$ cat src/rtl/core/pms_pkg.sv
`timescale 1ns / 1ps
// ----------------------------------------------------------------------------
// pms_pkg
// Shared types and constants of the power meter statistics core.
// ----------------------------------------------------------------------------
package pms_pkg;

  localparam int SamplesPerAverage = 16;
  localparam int WindowSeconds     = 10;
  localparam int WinPosW           = $clog2(WindowSeconds);
  localparam int WinFillW          = $clog2(WindowSeconds + 1);

  localparam logic [14:0] NO_VALUE   = 15'd32767;
  localparam logic [14:0] POWER_CEIL = 15'd32766;

  // Reciprocal constants for the divides by constants
  localparam int          PwrRecipShift  = 35;
  localparam logic [29:0] PWR_SAT        = 30'd32767000;  // first product that saturates
  localparam logic [25:0] PWR_RECIP      = 26'd34359739;  // ceil(2^35 / 1000)
  localparam int          HourRecipShift = 40;
  localparam logic [31:0] HOUR_SAT       = 32'd235929600; // 65536 * 3600
  localparam logic [28:0] HOUR_RECIP     = 29'd305419897; // ceil(2^40 / 3600)
  localparam int          WinRecipShift  = 26;
  localparam logic [26:0] WinRecip       =
    27'(((64'd1 << WinRecipShift) + 64'(WindowSeconds) - 64'd1) / 64'(WindowSeconds));

  localparam logic [1:0] OP_SAMPLE = 2'd0;
  localparam logic [1:0] OP_TICK   = 2'd1;
  localparam logic [1:0] OP_RESET  = 2'd2;
  localparam logic [1:0] OP_NONE   = 2'd3;

  typedef struct packed {
    logic [1:0]  opcode;
    logic [14:0] current_ma;
    logic [14:0] voltage_mv;
  } pms_in_t;

  typedef struct packed {
    logic [14:0] avg_current;
    logic [14:0] min_current;
    logic [14:0] max_current;
    logic [14:0] avg_voltage;
    logic [14:0] min_voltage;
    logic [14:0] max_voltage;
    logic [14:0] avg_power;
    logic [14:0] min_power;
    logic [14:0] max_power;
    logic [14:0] window_capacity;
    logic        window_full;
    logic [15:0] hour_capacity;
  } pms_out_t;

endpackage

$ cat src/rtl/core/power_meter_statistics_core.sv
`timescale 1ns / 1ps
// ----------------------------------------------------------------------------
// power_meter_statistics_core
// Current/voltage/power min, max, batch average, window and hourly totals.
// ----------------------------------------------------------------------------
// One transaction at a time: a two-entry input queue decouples the source
// from the engine. A tick, reset or unused opcode runs the window, hour and
// output steps; a sample first computes power and tracks the values, and a
// sample closing a batch also runs three average divides on the shared
// serial divider. A result not yet popped holds the engine in its last step.
// Each transaction yields one result showing the state after it.
module power_meter_statistics_core import pms_pkg::*; (
  input  logic     clk,
  input  logic     rst_n,
  input  logic     in_push,
  input  pms_in_t  in_data,
  output logic     in_full,
  output logic     out_empty,
  input  logic     out_pop,
  output pms_out_t out_data
);

  logic    q_empty, q_pop;
  pms_in_t q_data;

  pms_fifo u_fifo (
    .clk(clk), .rst_n(rst_n), .wr_en(in_push), .wr_data(in_data), .full(in_full),
    .rd_en(q_pop), .rd_data(q_data), .empty(q_empty)
  );

  pms_engine u_engine (
    .clk(clk), .rst_n(rst_n), .q_empty(q_empty), .q_data(q_data), .q_pop(q_pop),
    .out_empty(out_empty), .out_pop(out_pop), .out_data(out_data)
  );

endmodule

$ cat src/rtl/core/pms_fifo.sv
`timescale 1ns / 1ps
// ----------------------------------------------------------------------------
// pms_fifo
// Two-entry queue between the front end and the statistics engine.
// ----------------------------------------------------------------------------
module pms_fifo import pms_pkg::*; (
  input  logic    clk,
  input  logic    rst_n,
  input  logic    wr_en,
  input  pms_in_t wr_data,
  output logic    full,
  input  logic    rd_en,
  output pms_in_t rd_data,
  output logic    empty
);

  pms_in_t    mem_r [2];
  logic       wptr_r, rptr_r;
  logic [1:0] cnt_r;

  assign full    = (cnt_r == 2'd2);
  assign empty   = (cnt_r == 2'd0);
  assign rd_data = mem_r[rptr_r];

  always_ff @(posedge clk) begin
    if (wr_en && !full) mem_r[wptr_r] <= wr_data;
    if (!rst_n) begin
      wptr_r <= 1'b0;
      rptr_r <= 1'b0;
      cnt_r  <= 2'd0;
    end else begin
      if (wr_en && !full) wptr_r <= ~wptr_r;
      if (rd_en && !empty) rptr_r <= ~rptr_r;
      cnt_r <= cnt_r + 2'((wr_en && !full) ? 1 : 0) - 2'((rd_en && !empty) ? 1 : 0);
    end
  end

endmodule

$ cat src/rtl/core/pms_div.sv
`timescale 1ns / 1ps
// ----------------------------------------------------------------------------
// pms_div
// Restoring divider, one quotient bit per cycle, 32-bit dividend.
// ----------------------------------------------------------------------------
module pms_div import pms_pkg::*; (
  input  logic        clk,
  input  logic        rst_n,
  input  logic        start,
  input  logic [31:0] dividend,
  input  logic [15:0] divisor,
  output logic        busy,
  output logic [31:0] quotient
);

  logic [31:0] q_r;
  logic [16:0] rem_r;
  logic [15:0] dvs_r;
  logic [5:0]  cnt_r;
  logic [16:0] trial;

  assign busy     = (cnt_r != 6'd0);
  assign quotient = q_r;
  assign trial    = {rem_r[15:0], q_r[31]};

  always_ff @(posedge clk) begin
    if (!rst_n) begin
      cnt_r <= 6'd0;
    end else if (start) begin
      cnt_r <= 6'd32;
      q_r   <= dividend;
      rem_r <= 17'd0;
      dvs_r <= divisor;
    end else if (busy) begin
      cnt_r <= cnt_r - 6'd1;
      if (trial >= {1'b0, dvs_r}) begin
        rem_r <= trial - {1'b0, dvs_r};
        q_r   <= {q_r[30:0], 1'b1};
      end else begin
        rem_r <= trial;
        q_r   <= {q_r[30:0], 1'b0};
      end
    end
  end

endmodule

$ cat src/rtl/core/pms_engine.sv
`timescale 1ns / 1ps
// ----------------------------------------------------------------------------
// pms_engine
// Back end: runs one transaction at a time through a sequencer; power, window
// average and hourly total use reciprocal multiplies, batch averages share
// one serial divider.
// ----------------------------------------------------------------------------
module pms_engine import pms_pkg::*; (
  input  logic     clk,
  input  logic     rst_n,
  input  logic     q_empty,
  input  pms_in_t  q_data,
  output logic     q_pop,
  output logic     out_empty,
  input  logic     out_pop,
  output pms_out_t out_data
);

  localparam logic [3:0] S_IDLE = 4'd0;
  localparam logic [3:0] S_PWR  = 4'd1;
  localparam logic [3:0] S_PWRW = 4'd2;
  localparam logic [3:0] S_TRK  = 4'd3;
  localparam logic [3:0] S_AVG  = 4'd4;
  localparam logic [3:0] S_AVGW = 4'd5;
  localparam logic [3:0] S_WIN  = 4'd6;
  localparam logic [3:0] S_HR   = 4'd7;
  localparam logic [3:0] S_OUT  = 4'd8;

  logic [3:0]  state_r;
  pms_in_t     item_r;
  logic [29:0] prod_r;
  logic [14:0] pwr_r;
  logic [1:0]  ch_r;
  logic [7:0]  bidx_r;
  logic [23:0] bsum_r [3];
  logic [7:0]  bcnt_r [3];
  logic [14:0] avg_r [3], min_r [3], max_r [3];
  logic [14:0] ring_r [WindowSeconds];
  logic [WinPosW-1:0]  wpos_r;
  logic [19:0] wsum_r;
  logic [WinFillW-1:0] wfill_r;
  logic [31:0] total_r;
  logic [14:0] wcap_r;
  logic [15:0] hour_r;
  logic        ovalid_r;
  pms_out_t    out_r;

  logic        div_start, div_busy;
  logic [31:0] div_a, div_q;
  logic [15:0] div_b;
  logic [14:0] v [3];
  logic [WinPosW-1:0] npos;
  logic [50:0] pwr_mul;
  logic [46:0] win_mul;
  logic [56:0] hour_mul;

  pms_div u_div (
    .clk(clk), .rst_n(rst_n), .start(div_start), .dividend(div_a),
    .divisor(div_b), .busy(div_busy), .quotient(div_q)
  );

  assign q_pop     = (state_r == S_IDLE) && !q_empty;
  assign out_empty = !ovalid_r;
  assign out_data  = out_r;
  assign v[0] = item_r.current_ma;
  assign v[1] = item_r.voltage_mv;
  assign v[2] = pwr_r;
  assign npos = (wpos_r == WinPosW'(WindowSeconds - 1)) ? '0 : wpos_r + 1'b1;

  // Exact for the operand ranges that reach them
  assign pwr_mul  = 51'(prod_r[24:0]) * 51'(PWR_RECIP);
  assign win_mul  = 47'(wsum_r) * 47'(WinRecip);
  assign hour_mul = 57'(total_r[27:0]) * 57'(HOUR_RECIP);

  always_comb begin
    div_start = 1'b0;
    div_a     = '0;
    div_b     = 16'd1;
    unique case (state_r)
      S_AVG: begin
        div_start = 1'b1;
        div_a     = {8'd0, bsum_r[ch_r]};
        div_b     = {8'd0, bcnt_r[ch_r]};
      end
      default: ;
    endcase
  end

  always_ff @(posedge clk) begin
    if (!rst_n) begin
      state_r  <= S_IDLE;
      ovalid_r <= 1'b0;
      bidx_r   <= '0;
      wpos_r   <= '0;
      wsum_r   <= '0;
      wfill_r  <= '0;
      total_r  <= '0;
      wcap_r   <= '0;
      hour_r   <= '0;
      for (int i = 0; i < 3; i++) begin
        bsum_r[i] <= '0;
        bcnt_r[i] <= '0;
        avg_r[i]  <= NO_VALUE;
        min_r[i]  <= NO_VALUE;
        max_r[i]  <= NO_VALUE;
      end
      for (int i = 0; i < WindowSeconds; i++) ring_r[i] <= '0;
    end else begin
      if (out_pop && ovalid_r && state_r != S_OUT) ovalid_r <= 1'b0;
      unique case (state_r)
        S_IDLE: if (!q_empty) begin
          item_r <= q_data;
          unique case (q_data.opcode)
            OP_SAMPLE: state_r <= S_PWR;
            OP_TICK: begin
              if (avg_r[0] != NO_VALUE) begin
                total_r <= (total_r > 32'hFFFF_FFFF - {17'd0, avg_r[0]}) ?
                           32'hFFFF_FFFF : total_r + {17'd0, avg_r[0]};
                wpos_r  <= npos;
                wsum_r  <= wsum_r + {5'd0, avg_r[0]} - {5'd0, ring_r[npos]};
                ring_r[npos] <= avg_r[0];
                if (wfill_r < WinFillW'(WindowSeconds)) wfill_r <= wfill_r + 1'b1;
              end
              state_r <= S_WIN;
            end
            OP_RESET: begin
              for (int i = 0; i < 3; i++) begin
                min_r[i] <= avg_r[i];
                max_r[i] <= avg_r[i];
              end
              total_r <= '0;
              state_r <= S_WIN;
            end
            default: state_r <= S_WIN;
          endcase
        end
        S_PWR: begin
          prod_r  <= 30'(item_r.current_ma) * 30'(item_r.voltage_mv);
          state_r <= S_PWRW;
        end
        S_PWRW: begin
          if (item_r.current_ma == NO_VALUE || item_r.voltage_mv == NO_VALUE)
            pwr_r <= NO_VALUE;
          else if (prod_r >= PWR_SAT)
            pwr_r <= POWER_CEIL;
          else
            pwr_r <= pwr_mul[PwrRecipShift +: 15];
          state_r <= S_TRK;
        end
        S_TRK: begin
          for (int i = 0; i < 3; i++) begin
            if (v[i] != NO_VALUE) begin
              if (min_r[i] == NO_VALUE || v[i] < min_r[i]) min_r[i] <= v[i];
              if (max_r[i] == NO_VALUE || v[i] > max_r[i]) max_r[i] <= v[i];
              bsum_r[i] <= bsum_r[i] + {9'd0, v[i]};
              bcnt_r[i] <= bcnt_r[i] + 8'd1;
            end
          end
          ch_r <= 2'd0;
          if (bidx_r + 8'd1 >= 8'(SamplesPerAverage)) begin
            bidx_r  <= '0;
            state_r <= S_AVG;
          end else begin
            bidx_r  <= bidx_r + 8'd1;
            state_r <= S_WIN;
          end
        end
        S_AVG: state_r <= S_AVGW;
        S_AVGW: if (!div_busy) begin
          if (bcnt_r[ch_r] == 8'd0) avg_r[ch_r] <= NO_VALUE;
          else avg_r[ch_r] <= (div_q > {17'd0, POWER_CEIL}) ? POWER_CEIL : div_q[14:0];
          bsum_r[ch_r] <= '0;
          bcnt_r[ch_r] <= '0;
          if (ch_r == 2'd2) state_r <= S_WIN;
          else begin
            ch_r    <= ch_r + 2'd1;
            state_r <= S_AVG;
          end
        end
        S_WIN: begin
          wcap_r  <= win_mul[WinRecipShift +: 15];
          state_r <= S_HR;
        end
        S_HR: begin
          hour_r  <= (total_r >= HOUR_SAT) ? 16'hFFFF : hour_mul[HourRecipShift +: 16];
          state_r <= S_OUT;
        end
        S_OUT: if (!ovalid_r || out_pop) begin
          ovalid_r <= 1'b1;
          out_r.avg_current <= avg_r[0];
          out_r.min_current <= min_r[0];
          out_r.max_current <= max_r[0];
          out_r.avg_voltage <= avg_r[1];
          out_r.min_voltage <= min_r[1];
          out_r.max_voltage <= max_r[1];
          out_r.avg_power   <= avg_r[2];
          out_r.min_power   <= min_r[2];
          out_r.max_power   <= max_r[2];
          out_r.window_full <= (wfill_r >= WinFillW'(WindowSeconds));
          out_r.window_capacity <= (wfill_r >= WinFillW'(WindowSeconds)) ? wcap_r : '0;
          out_r.hour_capacity   <= hour_r;
          state_r <= S_IDLE;
        end
        default: state_r <= S_IDLE;
      endcase
    end
  end

`ifndef SYNTHESIS
  a_pop_idle: assert property (@(posedge clk) disable iff (!rst_n)
    q_pop |-> state_r == S_IDLE) else $error("pop outside idle");
  a_div_idle: assert property (@(posedge clk) disable iff (!rst_n)
    div_start |-> !div_busy) else $error("divider restarted while busy");
  a_out_hold: assert property (@(posedge clk) disable iff (!rst_n)
    (ovalid_r && !out_pop) |=> ovalid_r && $stable(out_r)) else $error("result lost");
`endif

endmodule

$ cat config.mk
export PLATFORM = sky130hd
export DESIGN_NAME = power_meter_statistics_core
export DESIGN_NICKNAME = d
export VERILOG_FILES = /design/src/rtl/core/pms_pkg.sv /design/src/rtl/core/power_meter_statistics_core.sv /design/src/rtl/core/pms_fifo.sv /design/src/rtl/core/pms_div.sv /design/src/rtl/core/pms_engine.sv
export SDC_FILE = /design/constraint.sdc
export NUM_CORES = 2
export LEC_CHECK = 0
export ABC_CLOCK_PERIOD_IN_PS = 19600
export BUFFER_PORTS_ARGS = -buffer_cell sky130_fd_sc_hd__buf_2
export CAP_MARGIN = 25
export CELL_PAD_IN_SITES_DETAIL_PLACEMENT = 1
export CELL_PAD_IN_SITES_GLOBAL_PLACEMENT = 1
export CORE_MARGIN = 4
export CORE_UTILIZATION = 35
export CTS_CLUSTER_SIZE = 30
export DETAILED_ROUTE_END_ITERATION = 6
export PLACE_DENSITY = 0.7
export SYNTH_ARGS = -nofsm -noshare
export SYNTH_HDL_FRONTEND = slang
export SYNTH_SLANG_ARGS = --single-unit
$ cat constraint.sdc
create_clock -name clk -period 19.6 [get_ports clk]
set_clock_uncertainty 0.2 [all_clocks]
set_input_delay 4.9 -clock clk [delete_from_list [all_inputs] [get_ports clk]]
set_output_delay 4.9 -clock clk [all_outputs]
set_load 0.005 [all_outputs]
After elaboration in Yosys (flattened, before gate mapping) --
Memories as Yosys holds them, arrays and structs flattened. A register that Yosys moved wholly into a read port is not among the register bits. Cells that the tools add are included.
Word-level totals: bits in registers 422, logic and storage cells 311, memories 7, RAM bits 445
Operators by class: mux-type cells 137, add/sub/neg operators 18, $lt $le $gt $ge 14, reduce and logical (&&, ||, !) cells 41, $mul 4, bitwise operators 23, eq/ne operators 31
Memories:
- u_engine.ring_r | depth 10, width 15, rd ports 1, clocked after Yosys merged registers in 0, write ports 10, RTL line pms_engine.sv:38 | logic [14:0] ring_r [WindowSeconds];
- u_engine.bsum_r | depth 3, width 24, rd ports 4, clocked after Yosys merged registers in 1, write ports 3, RTL line pms_engine.sv:35 | logic [23:0] bsum_r [3];
- u_fifo.mem_r | depth 2, width 32, rd ports 1, clocked after Yosys merged registers in 1, write ports 1, RTL line pms_fifo.sv:17 | pms_in_t mem_r [2];
- u_engine.avg_r | depth 3, width 15, rd ports 3, clocked after Yosys merged registers in 0, write ports 3, RTL line pms_engine.sv:37 | logic [14:0] avg_r [3], min_r [3], max_r [3];
- u_engine.max_r | depth 3, width 15, rd ports 3, clocked after Yosys merged registers in 0, write ports 3, RTL line pms_engine.sv:37
- u_engine.min_r | depth 3, width 15, rd ports 3, clocked after Yosys merged registers in 0, write ports 3, RTL line pms_engine.sv:37
- 1 more memories
Operators by type and width (number):
- $mux W15 | 16
- $mux W32 | 4
- $eq A15 B15 Y1 const B | 8
- $mux W24 | 5
- $mux W1 | 84
- $add A24 B15 Y24 | 3
- $pmux W32 S2 | 1
- $ne A15 B15 Y1 const B | 4
- $mul A28 B29 Y56 const B | 1
- $mul A25 B26 Y50 const B | 1
- $mux W16 | 3
- $gt A15 B15 Y1 | 3
- $lt A15 B15 Y1 | 3
- $mul A20 B23 Y41 const B | 1
- $mux W8 | 5
- $pmux W4 S9 | 1
- $add A32 B15 Y32 | 1
- $add A8 B1 Y8 const B | 4
- $ge A32 B28 Y1 const B | 1
- $gt A32 B15 Y1 const B | 1
- $gt A32 B32 Y1 | 1
- $ge A30 B25 Y1 const B | 1
- $mul A15 B15 Y30 | 1
- $reduce_or A15 Y1 | 2
- 44 further kinds | 113

Logic depth before layout (Yosys ltp) --
An unclocked memory read counts as a cell.
depth in word-level cells 10, depth in mapped cells 26, depth with buffers taken out 26

Modules after synthesis --
From an unflattened synthesis, not the netlist that was laid out.
Second synthesis, totals: cell total of the unflattened synthesis 7249, area, all modules 79998.0 sq um
Modules (own cells, without submodules):
- pms_engine | area an instance 73558.0 sq um, seq. area each 22631.7 sq um, times used 1, cells each 6818
- pms_div | area an instance 3737.3 sq um, seq. area each 2042.0 sq um, times used 1, cells each 306
- pms_fifo | area an instance 2702.6 sq um, seq. area each 2021.9 sq um, times used 1, cells each 125

Least setup slack after synthesis --
Ideal clock, no wire load.
kind input to register, from input rst_n, to register u_engine.out_r, in the netlist u_engine.out_data[0], enable pin, required time 18467 ps, cell stages on the path 4, path buffers 2, arrival 17707 ps, setup slack 760 ps, path through buf_2 clkinv_1 clkbuf_1 nor3b_1
On the way: word-level cells in the longest chain between the ends 1
RTL lines:
- start, declared | RTL line power_meter_statistics_core.sv:14 | input logic rst_n,
- $reduce_and A3 Y1 (no line)
- end, declared | RTL line pms_engine.sv:46 | pms_out_t out_r;
No other way between the ends. A chain may end at the register's enable or synchronous reset.

Worst setup path in the final report --
from register u_engine.total_r[21], to register u_engine.hour_r[11]
On the way: word-level cells in the longest chain between the ends 2, elaborated cells on any way between the ends 3
RTL lines:
- start, declared | RTL line pms_engine.sv:42 | logic [31:0] total_r;
- start signal, assigned | RTL line pms_engine.sv:117 | total_r <= (total_r > 32'hFFFF_FFFF - {17'd0, avg_r[0]}) ?
- $mul A28 B29 Y56 or $ge A32 B28 Y1 (tied branches) | RTL line pms_engine.sv:73, pms_engine.sv:185
- $mux W16 * | RTL line pms_engine.sv:185 | hour_r <= (total_r >= HOUR_SAT) ? 16'hFFFF : hour_mul[HourRecipShift +: 16];
- end signal, assigned | RTL line pms_engine.sv:185
- end, declared | RTL line pms_engine.sv:44 | logic [15:0] hour_r;
Mark *: on every way between the ends. The rest lies on a longest branch, timed or not.

==> qor.txt <==
Seq/Total Area, Yosys - 0.335
synth unique cells - 91
worst-path cell with the longest stage delay - dfxtp_1
outcome - finished clean
Nets - 9256
vias in the first global route - 60900
Primary FF master, synth - edfxtp_1
synthesized area - 0.0790 mm²
clk sinks - 952
most frequent cells in the layout - inv_1, ha_1, fa_1
routed vias - 55400
Routed WL - 245000 µm
largest net degree at the start of global routing - 158
number of synthesized flops with an enable pin - 739
area leader, netlist - edfxtp_1
CTS resizes - 0
initial drt markers - 3802
crit path DAT - 8460 ps
initial antenna violation count - 17
Synth warnings - 0
hold-fix buffers at CTS - 0
die area - 0.233 mm²
crit end category - register
Slew headroom - 0.242
Worst path max stage delay - 810 ps
Clock Latency Late Sink - 720 ps
first-pass GRT wire length - 374000 µm
WP data required - 20040 ps
share of cells above drive strength 1 - 0.0846
worst-path cell chain - inv_1, ha_1, fa_1, fa_1, fa_1, fa_1, fa_1, inv_1, fa_1, inv_1, ha_1, nand2_1, nor4_1, nand2_1, a32oi_1, o2111ai_1, nand2_1, a21boi_2, o311a_1, a211oi_1
Fmax - 125 MHz
synth top area cells - edfxtp_1, fa_1, ha_1, inv_1, dfxtp_1
Async S/R FF share, synth - 0
area of the multi-input gates - 0.0468 mm²
postcts setup bufs - 0
Crit path buffers/inverters - 3
number of port buffers - 204
max cap viols - 0
Seq cells post-synth - 952
setup_tns - 0 ps
# IOs - 205
DR DRC count - 0
Avg Cell Area, Syn - 11.0 µm²
drt pass-1 iters - 5
Critical Path Most Common Cell - fa_1
HP Class - register to register
post-route minimum period - 8020 ps
share of the synthesized area in the top cell type - 0.281
CP Launch Type - register
GPL Wtd Cong - 0.938
Pins Over Slew Limit - 0
Tcrit/Tclk final - 0.409
die width - 483 µm
CP max FO - 14
area delta synth->final - 10.7%
# setup viols final - 0
hpwl dp - 194000 µm
CTS Buffer Depth - 3
TritonCTS buffer count - 102
family with the most delay on the worst path - adder cells
most common cell after layout, fill and taps aside - inv_1
remaining antenna violation count after routing - 0
fill count - 24700
sequential cell area - 0.0265 mm²
final hold vios - 0
die span in y - 483 µm
H-tree Lvls - 3
Worst-Margin Slew - 1140 ps
total global-route track usage - 0.207
RSZ-0062 raised after global routing - no
grt total ovfl - 0
Core Rows - 174
Initial Utilization - 0.352
CTS root buffer - clkbuf_16
core area - 0.225 mm²
clk slew on worst S/H paths - 80 ps
worst setup path category - register to register
CTS tree - built
DR WL/cell - 23.3 µm
via/cell ratio - 5.28
cell count after synthesis - 7189
==> worst reg2reg max path: stages (launching register included) <==
cell and delay (ps):
dfxtp_1 810, inv_1 370, ha_1 540, fa_1 490, fa_1 510, fa_1 530
fa_1 520, fa_1 550, inv_1 60, fa_1 530, inv_1 40, ha_1 320
nand2_1 110, nor4_1 480, nand2_1 160, a32oi_1 440, o2111ai_1 360, nand2_1 230
a21boi_2 130, o311a_1 360, a211oi_1 210
==> stage by stage <==
stage / cell area, µm² / util / hold slack [ps] / worst slack (ps) / cells
final: 87500 / 0.389 / 237 / 11580 / 10500
after global routing: 87500 / 0.389 / 248 / 11180 / 10500
after CTS: 87400 / 0.389 / 223 / 11620 / 10500
after detailed placement: 83900 / 0.373 / 216 / 11120 / 10300
after global placement: 83800 / 0.373 / 222 / 11230 / 10300
after floorplan: 79100 / - / 203 / 760 / 7203
==> final cells by class <==
class	count	share of cell area
Multi-Input combinational cell	4685	0.535
Sequential cell	952	0.302
Inverter	1367	0.0587
Tap cell	2992	0.0428
Clock buffer	123	0.0307
Timing Repair Buffer	296	0.0207
Clock inverter	69	0.00954
Antenna cell	5	0.000143
==> path summary, 6_finish.rpt <==
| path | start | end | slack, ps | cells past startpoint |
|---|---|---|---|---|
| hold / removal | u_engine.hour_r[3] | u_engine.out_data[3] | 240 | 0 |
| setup reg to reg | u_engine.total_r[21] | u_engine.hour_r[11] | 11580 | 20 |
| setup / recovery | u_engine.total_r[21] | u_engine.hour_r[11] | 11580 | 20 |
| hold reg to reg | u_engine.hour_r[3] | u_engine.out_data[3] | 240 | 0 |
==> sequential cells by signal, summed over array words and instances, names as in the netlist, 4 cells and up, named ones only <==
| name | cells |
|---|---|
| u_engine.avg_r | 45 |
| u_engine.bcnt_r | 24 |
| u_engine.bidx_r | 8 |
| u_engine.bsum_r | 72 |
| u_engine.hour_r | 16 |
| u_engine.item_r | 30 |
| u_engine.max_r | 45 |
| u_engine.min_r | 45 |
| u_engine.out_data | 167 |
| u_engine.prod_r | 30 |
| u_engine.pwr_r | 15 |
| u_engine.ring_r | 240 |
| u_engine.state_r | 4 |
| u_engine.total_r | 32 |
| u_engine.u_div.cnt_r | 6 |
| u_engine.u_div.dvs_r | 8 |
| u_engine.u_div.quotient | 32 |
| u_engine.u_div.rem_r | 16 |
| u_engine.wcap_r | 15 |
| u_engine.wfill_r | 4 |
| u_engine.wpos_r | 4 |
| u_engine.wsum_r | 20 |
| u_fifo.mem_r | 64 |
==> synth_stat cells (all sizes together) (11+ instances only) <==
cell and count:
xnor2 92, clkbuf 161, mux4 75, mux2 35
mux2i 53, and2 132, o21bai 37, or2 22
nand4 97, o21ai 224, ha 1030, a211oi 33
o211ai 22, and3 58, a21o 130, a31oi 30
and4 14, o22a 90, or3 49, nand3 134
inv 1366, nand2b 68, nor3b 11, nor2 372
nand2 417, nor4 26, a2111oi 11, dfxtp 213
xor2 54, o21a 25, fa 786, nor3 65
a21oi 293, nor2b 27, edfxtp 739, buf 38
==> cell families (layout without fill, tap and decap cells) <==
| kind of cell | after synthesis | after routing | synth area share |
|---|---|---|---|
| fa+ha+maj | 1816 | 1816 | 0.362 |
| mux | 163 | 163 | 0.0331 |
| buf+inv | 1566 | 1855 | 0.0748 |
| other cells | 1 | 20 | 0.0000475 |
| xor+xnor | 146 | 146 | 0.0162 |
| simple gates | 1523 | 1523 | 0.0948 |
| compound gates | 1022 | 1022 | 0.0839 |
| flops | 952 | 952 | 0.335 |
==> metal layers <==
layer / track usage / vias to the layer above / wire, µm
met1: 0.262 / 28700 / 101000
li1: - / 24700 / -
met2: 0.355 / 1482 / 119000
met5: 0 / - / 0
met3: 0.0238 / 474 / 11700
met4: 0.0969 / 0 / 13300
Power is not shown: default switching activity piles up to over one toggle a cycle in this logic, so the estimate is an artifact.
